--- config.mk ---
export PLATFORM = sky130hd
export DESIGN_NAME = arpi_alu
export DESIGN_NICKNAME = d
export VERILOG_FILES = /design/src/hw/rtl/arpi_pkg.sv /design/src/hw/rtl/arpi_alu.sv
export SDC_FILE = /design/constraint.sdc
export NUM_CORES = 1
export LEC_CHECK = 0
export BUFFER_PORTS_ARGS = -buffer_cell sky130_fd_sc_hd__buf_2
export CAP_MARGIN = 10
export CELL_PAD_IN_SITES_DETAIL_PLACEMENT = 1
export CELL_PAD_IN_SITES_GLOBAL_PLACEMENT = 2
export CORE_MARGIN = 10
export CORE_UTILIZATION = 21
export DETAILED_ROUTE_END_ITERATION = 8
export GPL_ROUTABILITY_DRIVEN = 0
export PLACE_DENSITY_LB_ADDON = 0.05
export SYNTH_ARGS = -nofsm -noshare
export SYNTH_HDL_FRONTEND = slang
export SYNTH_SLANG_ARGS = --single-unit
--- constraint.sdc ---
create_clock -name vclk -period 9.05
set_clock_uncertainty 0.15 [all_clocks]
set_input_delay 1.3575 -clock vclk [all_inputs]
set_output_delay 1.3575 -clock vclk [all_outputs]
set_load 0.05 [all_outputs]
--- src/hw/rtl/arpi_pkg.sv ---
// Shared types and constants for the ARP packet inspector.
// Used by arpi_alu, arp_packet_inspector_core and the bench; no dependencies.
`timescale 1ns / 1ps

package arpi_pkg;

    localparam int MAC_W  = 48;
    localparam int IP_W   = 32;
    localparam int CNT_W  = 32;
    localparam int KEY_W  = MAC_W + IP_W;
    localparam int APB_AW = 3;

    typedef logic [MAC_W-1:0] t_mac;
    typedef logic [IP_W-1:0]  t_ip;
    typedef logic [CNT_W-1:0] t_cnt;
    typedef logic [KEY_W-1:0] t_key;

    localparam t_mac       MAC_BCAST     = '1;
    localparam t_cnt       NOTICE_MARGIN = 32'd3;
    localparam logic       FUNC_LOAD     = 1'b1;
    localparam logic [1:0] OP_REQUEST    = 2'd1;
    localparam logic [1:0] OP_REPLY      = 2'd2;
    localparam logic       CFG_OWN_IP    = 1'b0;

    typedef struct packed {
        t_ip  src_ip;
        t_ip  dst_ip;
        t_cnt counter;
    } t_pair_entry;

    typedef struct packed {
        t_mac mac;
        t_ip  ip;
    } t_bind_entry;

    typedef struct packed {
        logic inconsistency_notice;
        logic sender_mac_mismatch;
        logic request_not_broadcast;
        logic binding_missing_error;
        logic reply_to_broadcast;
        logic bind_to_broadcast_error;
        logic pair_table_full;
        t_cnt pair_count;
        logic binding_dropped;
    } t_result;

    typedef struct packed {
        t_key cmp_a;
        t_key cmp_b;
        t_cnt add_a;
        t_cnt add_b;
        logic sub;
    } t_alu_req;

endpackage

--- src/hw/rtl/arpi_alu.sv ---
// Shared key comparator and 32-bit add/subtract unit used by every table scan.
// Depends on arpi_pkg for the request and key types.
`timescale 1ns / 1ps

module arpi_alu (
    input  arpi_pkg::t_alu_req i_req,
    output logic               o_eq,
    output arpi_pkg::t_cnt     o_sum
);
    import arpi_pkg::*;

    t_cnt add_b;

    assign add_b = i_req.sub ? ~i_req.add_b : i_req.add_b;
    assign o_sum = i_req.add_a + add_b + CNT_W'(i_req.sub);
    assign o_eq  = (i_req.cmp_a == i_req.cmp_b);

endmodule

==> key figures <==
Finish
  – Clkbuf count: 0
  – P&R area growth vs syn: 46.9%
  – Number of fillers in the final layout: 1901
  – Footprint of the multi-input gates: 3010 um2
  – Most common cell after layout, fill and taps aside: buf_2
  – Fraction of layout instances using a drive strength above 1: 42.2%
  – Commonest cells after routing, fill and taps aside: buf_2 (258), xor2_1 (96), nand2_1 (39)
  – Final core utilization: 31.6%
  – Register area: 0 um2
  – Cell Count, Final, Fillers Out: 855
  – FF+latch count: 0
  – Nets: 924

Synthesis
  – Syn Area/Cell: 7.48 um2
  – Syn Inst Count: 419
  – Register area share after synthesis: 0%
  – Syn Nets: 678
  – Synth unique cells: 64
  – Synth Cell Area: 3140 um2
  – Warnings from Yosys: 0

CTS
  – Hold Buf Count CTS: 0
  – Post-CTS Resized: 0
  – Post-CTS Setup Inserts: 0

Routing
  – First-pass DRT Iterations: 4
  – DRT Wirelength: 16800 um
  – Routed length per placed instance: 19.6 um
  – Initial DRC Count: 94
  – DR vias: 3995
  – DRC: 0
  – Via density: 4.67
  – DRT antenna net count: 0

STA
  – # setup viols final: 0
  – Worst-margin pin slew: 0.986 ns
  – Final period util: 67.2%
  – Setup WS post-layout: 2.97 ns
  – Final hold violation count: 0
  – Unrepaired setup endpoints after global routing: no
  – F_max: 0.164 GHz
  – Setup TNS: 0 ns
  – Worst relative slew slack: 34.2%
  – WHS: 2.98 ns
  – Slew Viols, Final: 0
  – Final critical-path required period: 6.08 ns

Floorplanning
  – Core Footprint: 14600 um2
  – Die X-Extent: 142 um
  – Row count: 44
  – Total Die Area: 20200 um2
  – I/O pin cnt: 258
  – Die boundary height: 142 um
  – Initial Util: 21.5%

Hold path
  – HP Class: primary input to primary output

Setup path
  – Crit. End Element: primary output
  – Slowest CP cell: buf_2
  – Critical-path cell list: buf_2 -> xor2_1 -> inv_1 -> fa_1 -> nor2b_1 -> o21bai_1 -> a21oi_2 -> o2111ai_1 -> a41oi_1 -> xor2_1 -> buf_2
  – CP max FO: 32
  – Setup crit start kind: primary input
  – WP data required: 7.54 ns
  – CP Class: primary input to primary output
  – Worst EP arrival: 4.57 ns
  – Crit path max-delay family: buffers and inverters
  – WP buf/inv: 3
  – Crit path largest cell delay: 0.71 ns

Power
  – Worst vdd ir: 0.0504 mV
  – Power per cell area: 119 nW/um2
  – Register share of total power: 0%
  – Switching share of power: 67.5%
  – Net switching power of the design: 371 uW
  – Comb power frac: 100.0%
  – Clock power frac: 0%
  – Internal power: 179 uW
  – Leak pwr: 0.00229 uW

Global routing
  – Grt ovf: 0
  – Antenna violations before repair: 10
  – Number of global-route vias before repair: 4579
  – Pin count of the biggest net entering global routing: 33
  – Aggregate global-route resource usage: 15.2%
  – Global-route wire length before repair: 24900 um

Placement
  – PortBufs: 258
  – Place WS: 2.90 ns
  – Post-DP HPWL: 15700 um
  – Placed Cells incl. Taps: 847

Run status
  – Status: finished, final reports clean

Job
  – Max cap viols: 0
## power groups by stage
stage / logic [uW] / clock network (uW) / registers [uW]
3_3_place_gp: 554 / 0 / 0
6_report: 549 / 0.000118 / 0
4_1_cts: 559 / 0 / 0
2_1_floorplan: 391 / 0 / 0
3_5_place_dp: 557 / 0 / 0
5_1_grt: 595 / 0.0000444 / 0
## metrics by stage
stage,power [uW],cell area (um2)
detailed placement,557,4590
CTS,559,4590
floorplan,391,3140
global route,595,4590
finish,549,4610
global placement,554,4590
## cells in the mapped netlist (all sizes together), types with 2 or more instances
cell | number | area (um2)
a211oi | 4 | 35.0
mux2i | 2 | 32.5
inv | 14 | 52.6
clkbuf | 10 | 38.8
a311o | 2 | 21.3
o22ai | 3 | 18.8
or2 | 4 | 25.0
a21oi | 34 | 211
a22oi | 2 | 15.0
and4 | 2 | 17.5
xor2 | 96 | 841
nor3 | 4 | 20.0
o21a | 5 | 37.5
and3 | 3 | 18.8
and2 | 2 | 12.5
a221oi | 2 | 23.8
buf | 4 | 32.5
nor2b | 2 | 12.5
a21o | 5 | 38.8
a211o | 2 | 17.5
nand2 | 39 | 146
a31oi | 3 | 25.0
xnor2 | 34 | 298
a221o | 4 | 40.0
o31ai | 2 | 15.0
o211ai | 4 | 30.0
o21ai | 18 | 93.8
nand3 | 9 | 45.0
a41oi | 2 | 17.5
nor2 | 19 | 71.3
nand4 | 16 | 106
ha | 33 | 413
nor4 | 17 | 106
## tightest hold or removal path: stages
cell and delay [ns]:
buf_2 0.12, xor2_1 0.07, buf_2 0.21
## cell families (layout without fill, tap and decap cells)
group | count (synthesis) | in the layout | share of synthesized area, %
AO/OA/AOI/OAI | 105 | 105 | 25.6
XOR/XNOR | 130 | 130 | 36.3
adder cells (fa/ha/maj) | 34 | 34 | 13.8
buffers and inverters | 28 | 272 | 3.95
multiplexers | 2 | 2 | 1.04
other | 0 | 8 | 0
AND/OR/NAND/NOR | 120 | 120 | 19.3
## layout make-up
type | instances | area share (%)
Antenna cell | 8 | 0.435
Inverter | 14 | 1.14
Timing Repair Buffer | 258 | 28.0
Tap cell | 184 | 5.00
Multi-Input combinational cell | 391 | 65.4
## metal layers
| metal | vias up | share of wire (%) | global-route usage [%] |
|---|---|---|---|
| li1 | 2029 | - | - |
| met1 | 1801 | 35 | 14.9 |
| met2 | 145 | 54 | 29.7 |
| met3 | 14 | 10 | 6.71 |
| met4 | 6 | 1.0 | 1.34 |
| met5 | - | 0.27 | 0 |
## final timing paths
path / to / depth (start not counted) / slack, ns / startpoint
max: o_sum[22] / 11 / 2.97 / i_req[0]
min: o_sum[0] / 3 / 2.98 / i_req[33]
Power figures use the tool's default switching activity.
